$ cat src/sv/tcgp_pkg.sv
`timescale 1ns / 1ps
package tcgp_pkg;

	localparam int ADDR_W   = 24;
	localparam int CODE_W   = 8;
	localparam int LINE_AW  = 4;
	localparam int FONT_AW  = LINE_AW + CODE_W;
	localparam int ROW_W    = 5;
	localparam int COL_W    = 7;

	localparam int DEF_TEXT_COLUMNS = 80;
	localparam int DEF_TEXT_ROWS    = 25;
	localparam int DEF_GLYPH_LINES  = 16;

	localparam logic OPC_CHAR = 1'b0;
	localparam logic OPC_FONT = 1'b1;

	localparam logic KIND_WRITE  = 1'b0;
	localparam logic KIND_SCROLL = 1'b1;

	localparam logic [CODE_W-1:0] CH_BS    = 8'd8;
	localparam logic [CODE_W-1:0] CH_TAB   = 8'd9;
	localparam logic [CODE_W-1:0] CH_CR    = 8'd13;
	localparam logic [CODE_W-1:0] PRINT_LO = 8'd32;
	localparam logic [CODE_W-1:0] PRINT_HI = 8'd126;
	localparam logic [CODE_W-1:0] TAB_STEP = 8'd8;

	localparam logic [7:0] FILL_ON  = 8'hFF;
	localparam logic [7:0] FILL_OFF = 8'h00;

	typedef enum logic [3:0] {
		ST_IDLE,
		ST_LOAD,
		ST_ERASE,
		ST_BACK,
		ST_GLYPH,
		ST_MOVE,
		ST_CELL,
		ST_SCROLL,
		ST_CURSOR
	} state_t;

	typedef enum logic [2:0] {
		OP_NONE,
		OP_BS,
		OP_CR,
		OP_TAB,
		OP_PRINT
	} op_t;

	typedef struct packed {
		logic load;
		logic step;
	} addr_ctl_t;

endpackage

$ cat src/sv/tcgp_addr_unit.sv
`timescale 1ns / 1ps
module tcgp_addr_unit import tcgp_pkg::*; #(
	parameter int TEXT_COLUMNS = DEF_TEXT_COLUMNS
) (
	input  logic              clk,
	input  addr_ctl_t         ctl,
	input  logic [ADDR_W-1:0] frame_base,
	input  logic [ADDR_W-1:0] cell_off,
	output logic [ADDR_W-1:0] addr
);

	logic [ADDR_W-1:0] addr_q;
	logic [ADDR_W-1:0] opa;
	logic [ADDR_W-1:0] opb;
	logic [ADDR_W-1:0] sum;

	// one adder: start of a cell, then one scanline further per write
	always_comb begin
		opa = ctl.load ? frame_base : addr_q;
		opb = ctl.load ? cell_off : ADDR_W'(TEXT_COLUMNS);
		sum = opa + opb;
	end

	always_ff @(posedge clk) begin
		if (ctl.load || ctl.step) begin
			addr_q <= sum;
		end
	end

	assign addr = addr_q;

endmodule

$ cat config.mk
export PLATFORM = sky130hd
export DESIGN_NAME = tcgp_addr_unit
export DESIGN_NICKNAME = d
export VERILOG_FILES = /design/src/sv/tcgp_pkg.sv /design/src/sv/tcgp_addr_unit.sv
export SDC_FILE = /design/constraint.sdc
export NUM_CORES = 1
export LEC_CHECK = 0
export ABC_AREA = 1
export BUFFER_PORTS_ARGS = -buffer_cell sky130_fd_sc_hd__buf_4
export CORE_MARGIN = 2
export CORE_UTILIZATION = 35
export DETAILED_ROUTE_END_ITERATION = 6
export GPL_ROUTABILITY_DRIVEN = 0
export PLACE_DENSITY = 0.66
export SYNTH_ARGS = -nofsm -noshare
export SYNTH_HDL_FRONTEND = slang
export SYNTH_SLANG_ARGS = --single-unit
$ cat constraint.sdc
create_clock -name clk -period 4.3 [get_ports clk]
set_input_delay 1.29 -clock clk [delete_from_list [all_inputs] [get_ports clk]]
set_output_delay 1.29 -clock clk [all_outputs]
set_load 0.01 [all_outputs]
==> results.json <==
{
  "status": "completed",
  "nNetsFinal": 653,
  "p_leak_nw": 2.31,
  "rsz0062_at_grt": "no",
  "setup_viol": 0,
  "grt.total_usage": 0.178,
  "ys_seq_area_frac": 0.246,
  "routed_wl_um": 7810,
  "skew_ns": 0.0137,
  "synthDistinctLibCells": 24,
  "synth_top_area_share": 0.324,
  "netlist_area_sq_um": 2930,
  "synth_cells": 504,
  "die_w_um": 95.5,
  "avgSynthCellArea_sq_um": 5.81,
  "cts_max_level": 1,
  "post-route-drc-count": 0,
  "cp-startpoint": "ctl[1]",
  "io_buffer_count": 74,
  "ios": 75,
  "ys.flop_type": "edfxtp_1",
  "peakVddDrop_mv": 0.106,
  "yosysMostFrequentCell": "nand2_1",
  "hp-class": "register to register",
  "n_antenna_cell": 0,
  "dieArea_sq_um": 9110,
  "r2r_cells": 12,
  "cp_max_fo": 24,
  "viasPerCell": 4.53,
  "slowest_stage": "fa_1",
  "tns_ns": 0,
  "root_buffer": "clkbuf_8",
  "final_max_slew_viol_count": 0,
  "cts.sinks": 24,
  "hold_end": "addr[0]$_DFFE_PP_",
  "worstHoldStart": "addr[0]$_DFFE_PP_",
  "grt_pass1_wl_um": 12800,
  "core_sq_um": 8180,
  "hold_depth": 3,
  "rr_startpoint": "addr[0]$_DFFE_PP_",
  "clkLatencyLatePin_ns": 0.28,
  "crit_type": "primary input to register",
  "critPathTopFamily": "simple AND/OR/NAND/NOR gates",
  "yosysTopAreaCell": "nand2_1",
  "syn_to_final_growth_pct": 24.6,
  "worstSetupStartpointType": "primary input",
  "synth_nets": 579,
  "async_flop_share": 0,
  "clk_path_buf_depth": 2,
  "placementRows": 33,
  "r2r_end": "addr[16]$_DFFE_PP_",
  "cts_buffers": 3,
  "max_slew.worst_pin.slew_ns": 0.645,
  "arrival_ns": 3.70,
  "antenna_found_initial": 0,
  "drive_gt1_frac": 0.168,
  "hold_ws_ns": 0.716,
  "rrSetupSlack_ns": 2.04,
  "yosysWarnings": 0,
  "synthTopCellsByArea": "nand2_1 (32%), edfxtp_1 (25%), inv_1 (13%)",
  "hold_viol_final": 0,
  "critPathBufInv": 2,
  "slew_headroom": 0.570,
  "largest_reg_flops": 24,
  "cts_hold_buf": 0,
  "drt_iter0_drc": 146,
  "grt_overflow": 0,
  "grt_max_degree": 26,
  "fmax_ghz": 0.275,
  "crit_top_cell": "nand2_1",
  "cts_resized": 0,
  "synthTopCellsByCount": "nand2_1 (253), inv_1 (101), edfxtp_1 (24), ha_1 (23)",
  "clkTransAtPathRegs_ns": 0.11,
  "cts_tree": "built",
  "cp.required_ns": 4.36,
  "cpPeakStageDelay_ns": 0.47,
  "worstSetupEndpointType": "register",
  "hpwl_um": 6460,
  "cap_violations": 0,
  "first_pass_iters": 4,
  "period_needed_ns": 3.64,
  "synth_seq_cells": 24,
  "die_y_um": 95.5,
  "start_util": 0.358,
  "power_density_nw_per_um2": 332,
  "crit_chain": "buf_4, clkinv_1, nand2_1, nand2_1, ha_1, fa_1, nand3_1, nand3_2, nand2_1, nand2_1, nand3_1, nand2_1, nand2_1, nand2_1",
  "synth-edff-count": 24,
  "vias": 3092,
  "grt_pass1_vias": 2877,
  "ant_nets": 0,
  "cts_setup_buffers": 0,
  "wl_per_cell_um": 11.5,
  "fin_crit_sh": 0.847
}
final cells by class:
cell class              count  area [sq um]
fillers                   880          4530
multi-input cells         370          1790
flip-flops and latches     24           721
repair buffers             76           571
inverters                 103           387
well taps                 105           131
clock buffers               3          41.3
clock inverters             1          3.75
how the worst max path moves through the flow:
| stage | end | slack (ns) | depth (start not counted) |
|---|---|---|---|
| floorplan | addr[16]$_DFFE_PP_ | 1.04 | 14 |
| detailed placement | addr[16]$_DFFE_PP_ | 0.33 | 14 |
| global route | addr[16]$_DFFE_PP_ | 0.29 | 14 |
| finish | addr[16]$_DFFE_PP_ | 0.66 | 14 |
| global placement | addr[16]$_DFFE_PP_ | 0.39 | 14 |
| CTS | addr[16]$_DFFE_PP_ | 0.64 | 14 |
logic make-up after synthesis:
family                   count (synthesis)  synth area share
buffers and inverters                  110             0.141
XOR/XNOR                                13            0.0389
AND/OR/NAND/NOR                        321             0.448
adder cells (fa/ha/maj)                 24             0.105
flip-flops                              24             0.246
AO/OA/AOI/OAI                           12            0.0205
stage by stage:
step / cells / power (mW) / utilization / area, sq um / setup slack, ns
2_1_floorplan: 504 / 0.812 / - / 2930 / 1.04
3_3_place_gp: 678 / 1.06 / 0.441 / 3600 / 0.392
3_5_place_dp: 678 / 1.07 / 0.441 / 3600 / 0.333
4_1_cts: 682 / 1.22 / 0.446 / 3650 / 0.643
5_1_grt: 682 / 1.31 / 0.446 / 3650 / 0.293
6_report: 682 / 1.21 / 0.446 / 3650 / 0.660
worst min-delay path, cell delays in order, from the launching register on:
cell	delay [ns]
edfxtp_1	0.37
nand2_1	0.06
nand2_1	0.06
ha_1	0.13
routing by layer:
| metal | GRT usage | wire length (um) |
|---|---|---|
| met2 | 0.314 | 3720 |
| met3 | 0.0221 | 476 |
| met5 | 0 | 0 |
| met1 | 0.226 | 3490 |
| met4 | 0.0571 | 127 |
placed cells by master (no fill, tap or decap):
cell      instances
nand3_2           1
nor2_2            7
nand2_2           4
inv_2             1
clkinv_1          2
nand3b_1          1
nand4_1           5
xor2_1           11
or2_2             3
nand2_1         253
xnor2_1           2
and2_2            1
a21oi_1          12
nand3b_4          1
edfxtp_1         24
nor2_1           22
nor3_1            1
ha_1             23
fa_1              1
inv_1           101
nand3_1          22
buf_4            76
clkbuf_8          3
power breakdown:
group          total [mW]  leakage [nW]  switching, mW  internal [mW]
sequential          0.399         0.247         0.0425          0.357
combinational       0.662          2.04          0.387          0.275
clock               0.151        0.0231         0.0862         0.0643
total                1.21          2.31          0.516          0.696
(Power assumes the default switching activity.)
