`config.mk`:
```
export PLATFORM = sky130hd
export DESIGN_NAME = tcgp_seq
export DESIGN_NICKNAME = d
export VERILOG_FILES = /design/src/sv/tcgp_pkg.sv /design/src/sv/tcgp_seq.sv
export SDC_FILE = /design/constraint.sdc
export NUM_CORES = 1
export LEC_CHECK = 0
export BUFFER_PORTS_ARGS = -buffer_cell sky130_fd_sc_hd__buf_2
export CORE_MARGIN = 5
export CORE_UTILIZATION = 55
export CTS_BUF_LIST = sky130_fd_sc_hd__clkbuf_4 sky130_fd_sc_hd__clkbuf_8
export DETAILED_ROUTE_END_ITERATION = 10
export PLACE_DENSITY = 0.84
export SETUP_SLACK_MARGIN = 0.5
export SYNTH_ARGS = -nofsm -noshare
export SYNTH_HDL_FRONTEND = slang
export SYNTH_SLANG_ARGS = --single-unit
```
`constraint.sdc`:
```
create_clock -name clk -period 6.9 [get_ports clk]
set_clock_uncertainty 0.15 [all_clocks]
set_input_delay 0 -clock clk [delete_from_list [all_inputs] [get_ports clk]]
set_output_delay 0 -clock clk [all_outputs]
set_load 0.02 [all_outputs]
```
`src/sv/tcgp_pkg.sv`:
```
`timescale 1ns / 1ps
package tcgp_pkg;

	localparam int ADDR_W   = 24;
	localparam int CODE_W   = 8;
	localparam int LINE_AW  = 4;
	localparam int FONT_AW  = LINE_AW + CODE_W;
	localparam int ROW_W    = 5;
	localparam int COL_W    = 7;

	localparam int DEF_TEXT_COLUMNS = 80;
	localparam int DEF_TEXT_ROWS    = 25;
	localparam int DEF_GLYPH_LINES  = 16;

	localparam logic OPC_CHAR = 1'b0;
	localparam logic OPC_FONT = 1'b1;

	localparam logic KIND_WRITE  = 1'b0;
	localparam logic KIND_SCROLL = 1'b1;

	localparam logic [CODE_W-1:0] CH_BS    = 8'd8;
	localparam logic [CODE_W-1:0] CH_TAB   = 8'd9;
	localparam logic [CODE_W-1:0] CH_CR    = 8'd13;
	localparam logic [CODE_W-1:0] PRINT_LO = 8'd32;
	localparam logic [CODE_W-1:0] PRINT_HI = 8'd126;
	localparam logic [CODE_W-1:0] TAB_STEP = 8'd8;

	localparam logic [7:0] FILL_ON  = 8'hFF;
	localparam logic [7:0] FILL_OFF = 8'h00;

	typedef enum logic [3:0] {
		ST_IDLE,
		ST_LOAD,
		ST_ERASE,
		ST_BACK,
		ST_GLYPH,
		ST_MOVE,
		ST_CELL,
		ST_SCROLL,
		ST_CURSOR
	} state_t;

	typedef enum logic [2:0] {
		OP_NONE,
		OP_BS,
		OP_CR,
		OP_TAB,
		OP_PRINT
	} op_t;

	typedef struct packed {
		logic load;
		logic step;
	} addr_ctl_t;

endpackage

```
`src/sv/tcgp_seq.sv`:
```
`timescale 1ns / 1ps
module tcgp_seq import tcgp_pkg::*; #(
	parameter int TEXT_COLUMNS = DEF_TEXT_COLUMNS,
	parameter int TEXT_ROWS    = DEF_TEXT_ROWS,
	parameter int GLYPH_LINES  = DEF_GLYPH_LINES
) (
	input  logic               clk,
	input  logic               arst_n,
	input  logic               item_valid,
	output logic               item_stall,
	input  logic               opcode,
	input  logic [CODE_W-1:0]  char_code,
	output logic               font_we,
	output logic [FONT_AW-1:0] font_raddr,
	input  logic [7:0]         font_rdata,
	input  logic [ADDR_W-1:0]  frame_base,
	input  logic [ADDR_W-1:0]  addr,
	output addr_ctl_t          addr_ctl,
	output logic [ADDR_W-1:0]  cell_off,
	input  logic               result_stall,
	output logic               result_valid,
	output logic               kind,
	output logic [ADDR_W-1:0]  address,
	output logic [7:0]         data,
	output logic               last
);

	localparam int LINE_W    = $clog2(GLYPH_LINES);
	localparam int ROW_BYTES = GLYPH_LINES * TEXT_COLUMNS;
	localparam logic [LINE_W-1:0] LINE_LAST = LINE_W'(GLYPH_LINES - 1);

	state_t state_q, state_d;
	state_t target_q, target_d;
	op_t    op_q, op_d;

	logic [CODE_W-1:0] ch_q;
	logic [LINE_W-1:0] line_q, line_d;
	logic [ROW_W-1:0]  cursor_row_q;
	logic [COL_W-1:0]  cursor_col_q;
	logic              scroll_q;
	logic [ADDR_W-1:0] cell_q;

	logic [COL_W:0]    col_n;
	logic [COL_W:0]    col_w;
	logic [ROW_W:0]    row_n;
	logic [ROW_W:0]    row_w;
	logic [ROW_W-1:0]  row_f;
	logic              scroll_n;

	logic              accept;
	logic              emit_state;
	logic              slot_free;
	logic              emit;
	logic              line_end;
	logic              emit_kind;
	logic [ADDR_W-1:0] emit_addr;
	logic [7:0]        emit_data;
	logic              emit_last;

	logic              res_valid_q;
	logic              res_kind_q;
	logic [ADDR_W-1:0] res_addr_q;
	logic [7:0]        res_data_q;
	logic              res_last_q;

	assign accept     = item_valid && (state_q == ST_IDLE);
	assign item_stall = (state_q != ST_IDLE);
	assign slot_free  = !res_valid_q || !result_stall;
	assign emit_state = (state_q == ST_ERASE) || (state_q == ST_BACK) ||
			(state_q == ST_GLYPH) || (state_q == ST_SCROLL) || (state_q == ST_CURSOR);
	assign emit       = emit_state && slot_free;
	assign line_end   = (line_q == LINE_LAST);

	// classify the character against the cursor as it stands at the request
	always_comb begin
		op_d = OP_NONE;
		priority if (char_code == CH_BS && cursor_col_q != '0) begin
			op_d = OP_BS;
		end else if (char_code == CH_CR) begin
			op_d = OP_CR;
		end else if (char_code == CH_TAB) begin
			op_d = OP_TAB;
		end else if (char_code >= PRINT_LO && char_code <= PRINT_HI) begin
			op_d = OP_PRINT;
		end else begin
			op_d = OP_NONE;
		end
	end

	// new cursor position: step, wrap the column, clamp the row on scroll
	always_comb begin
		row_n = {1'b0, cursor_row_q};
		unique case (op_q)
			OP_BS:    col_n = {1'b0, cursor_col_q} - (COL_W+1)'(1);
			OP_CR: begin
				col_n = '0;
				row_n = {1'b0, cursor_row_q} + (ROW_W+1)'(1);
			end
			OP_TAB:   col_n = {1'b0, cursor_col_q} + (COL_W+1)'(TAB_STEP);
			OP_PRINT: col_n = {1'b0, cursor_col_q} + (COL_W+1)'(1);
			default:  col_n = {1'b0, cursor_col_q};
		endcase
		if (col_n >= (COL_W+1)'(TEXT_COLUMNS)) begin
			col_w = col_n - (COL_W+1)'(TEXT_COLUMNS);
			row_w = row_n + (ROW_W+1)'(1);
		end else begin
			col_w = col_n;
			row_w = row_n;
		end
		scroll_n = (row_w >= (ROW_W+1)'(TEXT_ROWS));
		row_f    = scroll_n ? ROW_W'(TEXT_ROWS - 1) : row_w[ROW_W-1:0];
	end

	// next state
	always_comb begin
		state_d  = state_q;
		target_d = target_q;
		unique case (state_q)
			ST_IDLE: begin
				if (accept && opcode == OPC_CHAR) begin
					state_d = ST_LOAD;
					if (op_d == OP_PRINT) begin
						target_d = ST_GLYPH;
					end else if (op_d == OP_NONE) begin
						target_d = ST_CURSOR;
					end else begin
						target_d = ST_ERASE;
					end
				end
			end
			ST_LOAD: state_d = target_q;
			ST_ERASE, ST_GLYPH: begin
				if (emit && line_end) begin
					state_d = ST_MOVE;
				end
			end
			ST_MOVE: state_d = ST_CELL;
			ST_CELL: begin
				state_d  = scroll_q ? ST_SCROLL : ST_LOAD;
				target_d = (op_q == OP_BS) ? ST_BACK : ST_CURSOR;
			end
			ST_SCROLL: begin
				if (emit) begin
					state_d = ST_LOAD;
				end
			end
			ST_BACK: begin
				if (emit && line_end) begin
					state_d  = ST_LOAD;
					target_d = ST_CURSOR;
				end
			end
			ST_CURSOR: begin
				if (emit && line_end) begin
					state_d = ST_IDLE;
				end
			end
			default: state_d = ST_IDLE;
		endcase
	end

	// outputs of the sequencer
	always_comb begin
		addr_ctl.load = (state_q == ST_LOAD);
		addr_ctl.step = emit && (state_q != ST_SCROLL);
		if (addr_ctl.step) begin
			line_d = line_end ? '0 : line_q + LINE_W'(1);
		end else begin
			line_d = line_q;
		end
		// read ahead so the font byte of the current line is ready
		font_raddr = {LINE_AW'(line_d), ch_q};
		font_we    = accept && (opcode == OPC_FONT);
		emit_kind  = (state_q == ST_SCROLL) ? KIND_SCROLL : KIND_WRITE;
		emit_addr  = (state_q == ST_SCROLL) ? frame_base : addr;
		unique case (state_q)
			ST_ERASE:  emit_data = FILL_OFF;
			ST_SCROLL: emit_data = FILL_OFF;
			ST_GLYPH:  emit_data = font_rdata;
			default:   emit_data = FILL_ON;
		endcase
		emit_last = (state_q == ST_CURSOR) && line_end;
	end

	always_ff @(posedge clk or negedge arst_n) begin
		if (!arst_n) begin
			state_q      <= ST_IDLE;
			target_q     <= ST_IDLE;
			op_q         <= OP_NONE;
			line_q       <= '0;
			cursor_row_q <= '0;
			cursor_col_q <= '0;
			scroll_q     <= 1'b0;
			res_valid_q  <= 1'b0;
		end else begin
			state_q  <= state_d;
			target_q <= target_d;
			line_q   <= line_d;
			if (accept && opcode == OPC_CHAR) begin
				op_q <= op_d;
			end
			if (state_q == ST_MOVE) begin
				cursor_row_q <= row_f;
				cursor_col_q <= col_w[COL_W-1:0];
				scroll_q     <= scroll_n;
			end
			if (emit) begin
				res_valid_q <= 1'b1;
			end else if (!result_stall) begin
				res_valid_q <= 1'b0;
			end
		end
	end

	always_ff @(posedge clk) begin
		if (accept) begin
			ch_q <= char_code;
		end
		cell_q <= ADDR_W'(cursor_row_q) * ADDR_W'(ROW_BYTES) + ADDR_W'(cursor_col_q);
		if (emit) begin
			res_kind_q <= emit_kind;
			res_addr_q <= emit_addr;
			res_data_q <= emit_data;
			res_last_q <= emit_last;
		end
	end

	assign cell_off     = cell_q;
	assign result_valid = res_valid_q;
	assign kind         = res_kind_q;
	assign address      = res_addr_q;
	assign data         = res_data_q;
	assign last         = res_last_q;

	a_cursor_in_grid: assert property (@(posedge clk) disable iff (!arst_n)
		(32'(cursor_row_q) < TEXT_ROWS) && (32'(cursor_col_q) < TEXT_COLUMNS))
		else $error("cursor left the text grid");

	a_line_rest: assert property (@(posedge clk) disable iff (!arst_n)
		!emit_state |-> (line_q == '0))
		else $error("scanline counter not at zero between phases");

	a_scroll_not_last: assert property (@(posedge clk) disable iff (!arst_n)
		(res_valid_q && res_kind_q == KIND_SCROLL) |-> !res_last_q)
		else $error("scroll command marked as final result");

	a_load_before_write: assert property (@(posedge clk) disable iff (!arst_n)
		(state_q == ST_CURSOR && line_q == '0) |-> $past(state_q) == ST_LOAD ||
			$past(state_q) == ST_CURSOR)
		else $error("cursor phase entered without address load");

endmodule

```
==> impl_results.md, run 1 <==
- Layout cells sized above 1: 0.312
- Largest net degree at the start of global routing: 35
- Via density: 6.15
- Root Buffer: clkbuf_8
- Status: completed
- Final core utilization: 0.737
- Worst hold-check path type: input port to async pin
- Clock power share: 0.129
- Finish-stage setup viols: 0
- CTS Sinks: 86
- H-tree level count: 3
- IR drop worst, VDD: 0.233 mV
- HPWL after DPL: 9.00 mm
- Initial Utilization: 0.563
- Crit end category: register
- Layout area overhead: 30.9%
- Worst r2r src: op_q[2]
- Final min period: 5190 ps
- Max stage delay on crit path: 890 ps
- WL/cell: 21.6 um
- Initial DRC Count: 600
- Final hold violation count: 0
- Pre-antenna DRT Iters: 6
- TritonCTS clock tree: done
- Switching pwr: 1.32 mW
- Critical path required time: 7030 ps
- Die Y: 104 um
- Setup slack, reg-to-reg: 1710 ps
- Leakage: 2.82 nW
- Seq. cell area: 0.00229 mm2
- Netlist cell types: 75
- Critical Path Fanout Max: 25
- Die Wd: 104 um
- Total Power: 2.81 mW
- Post-synth EDFFs: 42
- Total CTS buffers: 9
- Sw frac: 0.468
- Number of fill cells in the layout: 502
- Grt ovf: 0
- Setup WS pre-CTS: 1820 ps
- ANT nets after route: 0
- Max-cap viol count: 0
- Async SR Flop Fraction: 0.337
- Hold Worst Slack: 89.1 ps
- Clk slew on worst S/H paths: 80 ps
- Syn Inst Count: 461
- Final-report max-slew violation count: 0
- Via count: 4677
- Cell Rows: 34
- GRT Util Overall: 0.297
- Reg2reg end: scroll_q
- Total routed wirelength: 16.4 mm
- Gate power share: 0.531
- Multi-input gate area: 0.00239 mm2
- FF+latch count, synth: 86
- P_int: 1.50 mW
- Sum Neg Setup Slack: 0 ps
- WP data arrival: 5320 ps
- Slew at the pin with the worst max-slew slack: 1300 ps
- RSZ-0062 raised after global routing: no
- Vias in the first global route: 4637
- Fmax: 0.193 GHz
- Fin crit share: 0.752
- Crit path launch type: register
- Post-route DRC violation count: 0
- Seq/Total Area, Yosys: 0.466
- Worst setup margin: 1710 ps
- Clock Latency Late Sink: 360 ps
- DIE AREA: 0.0109 mm2
- PwrDens: 438 mW/mm2
- Worst-path cell chain: inv_1 > or3_1 > ha_1 > a21o_1 > a221oi_1 > xnor2_1 > nand2_1 > a221oi_1 > a211oi_1 > ha_1 > o21ai_0 > o31ai_4 > a21oi_2 > o311a_2 > o21ai_2 > a21boi_2
- Slowest CP cell: dfrtp_1
- Worst R2R Path Depth: 16
- Core area: 0.00872 mm2
- Critical path type: register to register
- Reg power frac: 0.340
- Critical Path Sink: scroll_q
- Initial antenna violation count: 0
- GPL Wtd Cong: 0.901
- Max_slew headroom: 0.131
- YS warnings: 0
- Main flop type after synthesis: edfxtp_1
- Diodes inserted: 0
- First-pass GRT wire length: 26.0 mm
- Max Buffers Root-to-Sink: 2
- Layout Nets: 737
- I/O pins: 144
- Crit. Startpoint: op_q[2]
- Syn avg cell area: 10.6 um2
- Synthesized area: 0.00491 mm2
- Port-buffer cells: 134
-- Yosys cell counts, types with 4 or more instances --
master	number	area share
xnor2_1	8	0.014
ha_1	18	0.046
a221oi_1	4	0.0071
nor3_1	7	0.0071
o22ai_1	5	0.0064
inv_1	17	0.013
mux2i_1	4	0.0082
nor4_1	4	0.0051
a21oi_1	26	0.027
dfxtp_1	15	0.061
nor2_1	30	0.023
a21o_1	7	0.011
o21ai_0	20	0.020
xor2_1	6	0.011
nand2b_1	5	0.0064
o31ai_1	7	0.011
and3_1	7	0.0089
nand3_1	11	0.011
clkbuf_1	15	0.011
o211ai_1	4	0.0061
o21bai_1	8	0.012
nand2_1	34	0.026
mux2_2	28	0.064
o2bb2ai_1	4	0.0071
buf_4	11	0.017
nor2b_1	7	0.0089
nor3b_1	5	0.0076
dfrtp_1	29	0.15
edfxtp_1	42	0.26
-- cell families (layout without fill, tap and decap cells) --
| group | after synthesis | in the layout | synth area share |
|---|---|---|---|
| fa+ha+maj | 20 | 20 | 0.0541 |
| buf+inv | 52 | 236 | 0.0535 |
| compound gates | 121 | 121 | 0.178 |
| xor+xnor | 15 | 15 | 0.0283 |
| flops | 86 | 86 | 0.466 |
| simple gates | 133 | 133 | 0.142 |
| mux | 33 | 33 | 0.0770 |
| other cells | 1 | 9 | 0.000764 |
-- worst max-delay path, delay by kind of cell, from the launching register on --
family | cells | cell delay (ps)
simple gates | 2 | 590
xor+xnor | 1 | 130
flops | 1 | 890
buf+inv | 1 | 180
fa+ha+maj | 2 | 660
compound gates | 10 | 2500
-- layout make-up --
cell class | instances | area share
clock buffers | 12 | 0.0228
multi-input cells | 331 | 0.372
inverters | 17 | 0.00993
flip-flops and latches | 86 | 0.356
clock inverters | 4 | 0.00759
repair buffers | 203 | 0.211
well taps | 108 | 0.0210
-- sequential cells by signal, summed over array words and instances (netlist names), 4 cells and up --
signal and cells:
ch_q 8, state_q 4, cell_off 15, address 24
cursor_row_q 5, line_q 4, data 8, cursor_col_q 7
target_q 4
-- power groups by stage --
stage / logic, mW / clock network, mW / registers [mW]
after floorplan: 0.958 / 0 / 1.00
after global placement: 1.33 / 0 / 0.929
after detailed placement: 1.37 / 0 / 0.939
after CTS: 1.42 / 0.354 / 0.929
after global routing: 1.61 / 0.382 / 0.974
final: 1.49 / 0.364 / 0.957
-- routing by layer --
metal	share of wire	global-route usage	vias to the layer above
met4	0.053	0.138	0
met2	0.50	0.521	347
met1	0.35	0.349	2197
met5	0	0	-
li1	-	-	2054
met3	0.094	0.0540	79
-- through the flow --
step	cells	area (um2)
2_1_floorplan	469	4940
3_3_place_gp	678	5560
3_5_place_dp	678	5560
4_1_cts	761	6420
5_1_grt	761	6420
6_report	761	6420
-- cells in the final DEF, fill, tap and decap left out, types with 9 or more instances in the layout --
cell	instances
o21ai_0	20
edfxtp_1	42
nor2_1	30
dfrtp_1	29
inv_1	17
dlygate4sd3_1	67
clkbuf_8	9
nand2_1	34
mux2_2	28
dfxtp_1	15
nand3_1	11
buf_2	134
a21oi_1	26
ha_1	18
conb_1	9
-- how the worst min path moves through the flow --
stage / startpoint / to / slack, ps / depth (start not counted)
2_1_floorplan: arst_n / cursor_col_q[0] / -450 / 0
3_3_place_gp: arst_n / cursor_row_q[3] / -100 / 1
3_5_place_dp: arst_n / cursor_row_q[3] / -90 / 1
4_1_cts: item_valid / ch_q[7] / 20 / 3
5_1_grt: item_valid / ch_q[2] / 80 / 3
6_report: arst_n / cursor_row_q[3] / 90 / 2
-- repair_timing --
| action | in CTS | in global routing |
|---|---|---|
| hold buffers | 67 | 0 |
| buffers inserted | 0 | 0 |
| endpoints found under the setup margin | 0 | 0 |
| endpoints found under the hold margin | 74 | 0 |
| gates resized for setup | 0 | 0 |
No activity file was read; power rests on OpenSTA's default activity.
==> inputs of run 2 (changes only) <==
Settings changed: CORE_UTILIZATION 55 to 49, PLACE_DENSITY 0.84 to 0.79.
Clock period 6.9 ns to 4.3 ns, I/O delays scaled along.
==> run 2 against run 1 <==
  * First-iteration DRC count decreased by 58%
  * Sequential share of layout area decreased by 1.8 points
  * Combinational power increased by 87%
  * Critical path type unchanged
  * Largest cell class unchanged
  * Largest power group unchanged
==> impl_results.md, run 2 (same netlist as run 1, synthesis figures left out) <==
- Initial DRC Count: 251
- DP Area: 0.00570 mm2
- First-pass GRT wire length: 23.5 mm
- Die Y: 110 um
- Initial Utilization: 0.502
- Leakage: 2.92 nW
- Most frequent cells in the layout: 134 x buf_2, 67 x dlygate4sd3_1, 42 x edfxtp_1
- Worst setup margin: 478 ps
- PwrDens: 715 mW/mm2
- Clock power share: 0.120
- I/O pins: 144
- Fmax: 0.262 GHz
- Commonest non-fill, non-tap cell in the layout: buf_2
- IR drop worst, VDD: 0.680 mV
- Crit path launch type: register
- Final-report max-slew violation count: 0
- Total CTS buffers: 9
- Total routed wirelength: 15.6 mm
- GPL Wtd Cong: 0.867
- WL/cell: 19.3 um
- RSZ-0062 raised after global routing: yes
- Finish-stage setup viols: 0
- Worst hold-check path type: input port to register
- Cell Rows: 36
- Diodes inserted: 0
- Gate power share: 0.576
- Switching pwr: 2.18 mW
- Reg power frac: 0.304
- HPWL after DPL: 9.43 mm
- Critical Path Fanout Max: 6
- Grt ovf: 0
- Sw frac: 0.450
- Hold Worst Slack: 45.6 ps
- Fin crit share: 0.889
- WP data arrival: 3890 ps
- Port-buffer cells: 134
- Critical path required time: 4370 ps
- Sum Neg Setup Slack: 0 ps
- Layout cells sized above 1: 0.358
- Vias in the first global route: 4430
- Die Wd: 110 um
- DIE AREA: 0.0121 mm2
- Final hold violation count: 0
- Max reg flops: 24
- Via count: 4508
- Post-route DRC violation count: 0
- Layout area overhead: 37.9%
- Pre-antenna DRT Iters: 7
- GRT Util Overall: 0.255
- Max Buffers Root-to-Sink: 2
- Clock Latency Late Sink: 370 ps
- Core area: 0.00977 mm2
- Max-cap viol count: 0
- Root Buffer: clkbuf_8
- CTS Sinks: 86
- Slew at the pin with the worst max-slew slack: 688 ps
- Setup WS pre-CTS: 249 ps
- H-tree level count: 3
- Fin area: 0.00677 mm2
- Via density: 5.61
- Layout Nets: 755
- Critical path type: register to register
- Number of fill cells in the layout: 654
- Clk slew on worst S/H paths: 90 ps
- Final min period: 3820 ps
- Initial antenna violation count: 0
- Max_slew headroom: 0.542
- Crit end category: register
- Status: completed
- P_int: 2.66 mW
- ANT nets after route: 0
- Largest net degree at the start of global routing: 35
- TritonCTS clock tree: done
-- run 2: changes by cell type in the layout (fill, tap and decap cells not counted), moves of 3 or more --
cell / before / now
buf_4: 2 / 17
buf_6: 0 / 3
clkbuf_4: 3 / 0
ha_1: 18 / 12
ha_4: 0 / 5
-- run 2: through the flow --
stage / util / power, mW / instances
4_1_cts: 0.684 / 4.63 / 800
6_report: 0.692 / 4.84 / 804
3_3_place_gp: 0.583 / 3.74 / 710
5_1_grt: 0.692 / 5.15 / 804
2_1_floorplan: - / 3.22 / 469
3_5_place_dp: 0.583 / 3.83 / 710
-- run 2: path summary, 6_finish.rpt --
| path | from | end | slack (ps) | depth (start not counted) |
|---|---|---|---|---|
| min | item_valid | ch_q[5] | 50 | 3 |
| max | op_q[0] | scroll_q | 480 | 14 |
| max in group asynchronous | arst_n | scroll_q | 3460 | 2 |
| min reg2reg | cursor_row_q[1] | cell_off[9] | 360 | 0 |
| min in group asynchronous | arst_n | line_q[2] | 60 | 2 |
| max reg2reg | op_q[0] | scroll_q | 480 | 14 |
-- run 2: power groups by stage --
| stage | sequential (mW) | combinational [mW] | clock (mW) |
|---|---|---|---|
| 6_report | 1.47 | 2.79 | 0.581 |
| 5_1_grt | 1.50 | 3.02 | 0.630 |
| 4_1_cts | 1.44 | 2.61 | 0.575 |
| 3_5_place_dp | 1.46 | 2.38 | 0 |
| 3_3_place_gp | 1.45 | 2.29 | 0 |
| 2_1_floorplan | 1.62 | 1.61 | 0 |
-- run 2: worst max-delay path, stage by stage, from the launching register on --
cell	delay, ps
dfrtp_1	390
or3_4	470
fa_2	380
a21o_1	230
a21oi_4	170
xnor2_2	110
a22o_1	180
a221o_1	350
ha_2	210
o21ai_4	70
o31ai_4	90
a21oi_4	270
mux2i_4	340
o21ai_2	100
a21boi_2	160
-- run 2: per-layer routing --
layer  GRT usage  part of all wire  vias up
met1       0.290              0.37     2147
met3      0.0588             0.087       36
met5           0                 0        -
li1            -                 -     2090
met2       0.472              0.52      235
met4      0.0766             0.029        0
-- run 2: repair_timing --
| action | CTS | global route |
|---|---|---|
| hold buffers | 67 | 0 |
| setup buffers | 7 | 4 |
| gates resized for setup | 14 | 9 |
| pin swaps | 14 | 15 |
| setup endpoints to repair | 8 | 8 |
| endpoints found under the hold margin | 74 | 0 |
-- run 2: area by class of cell --
| type | count | area, um2 | share of cell area |
|---|---|---|---|
| Clock buffer | 9 | 124 | 0.0183 |
| Timing Repair Buffer | 221 | 1500 | 0.222 |
| Multi-Input combinational cell | 331 | 2550 | 0.377 |
| Sequential cell | 86 | 2290 | 0.338 |
| Clock inverter | 7 | 71.3 | 0.0105 |
| Tap cell | 133 | 166 | 0.0246 |
| Inverter | 17 | 63.8 | 0.00943 |
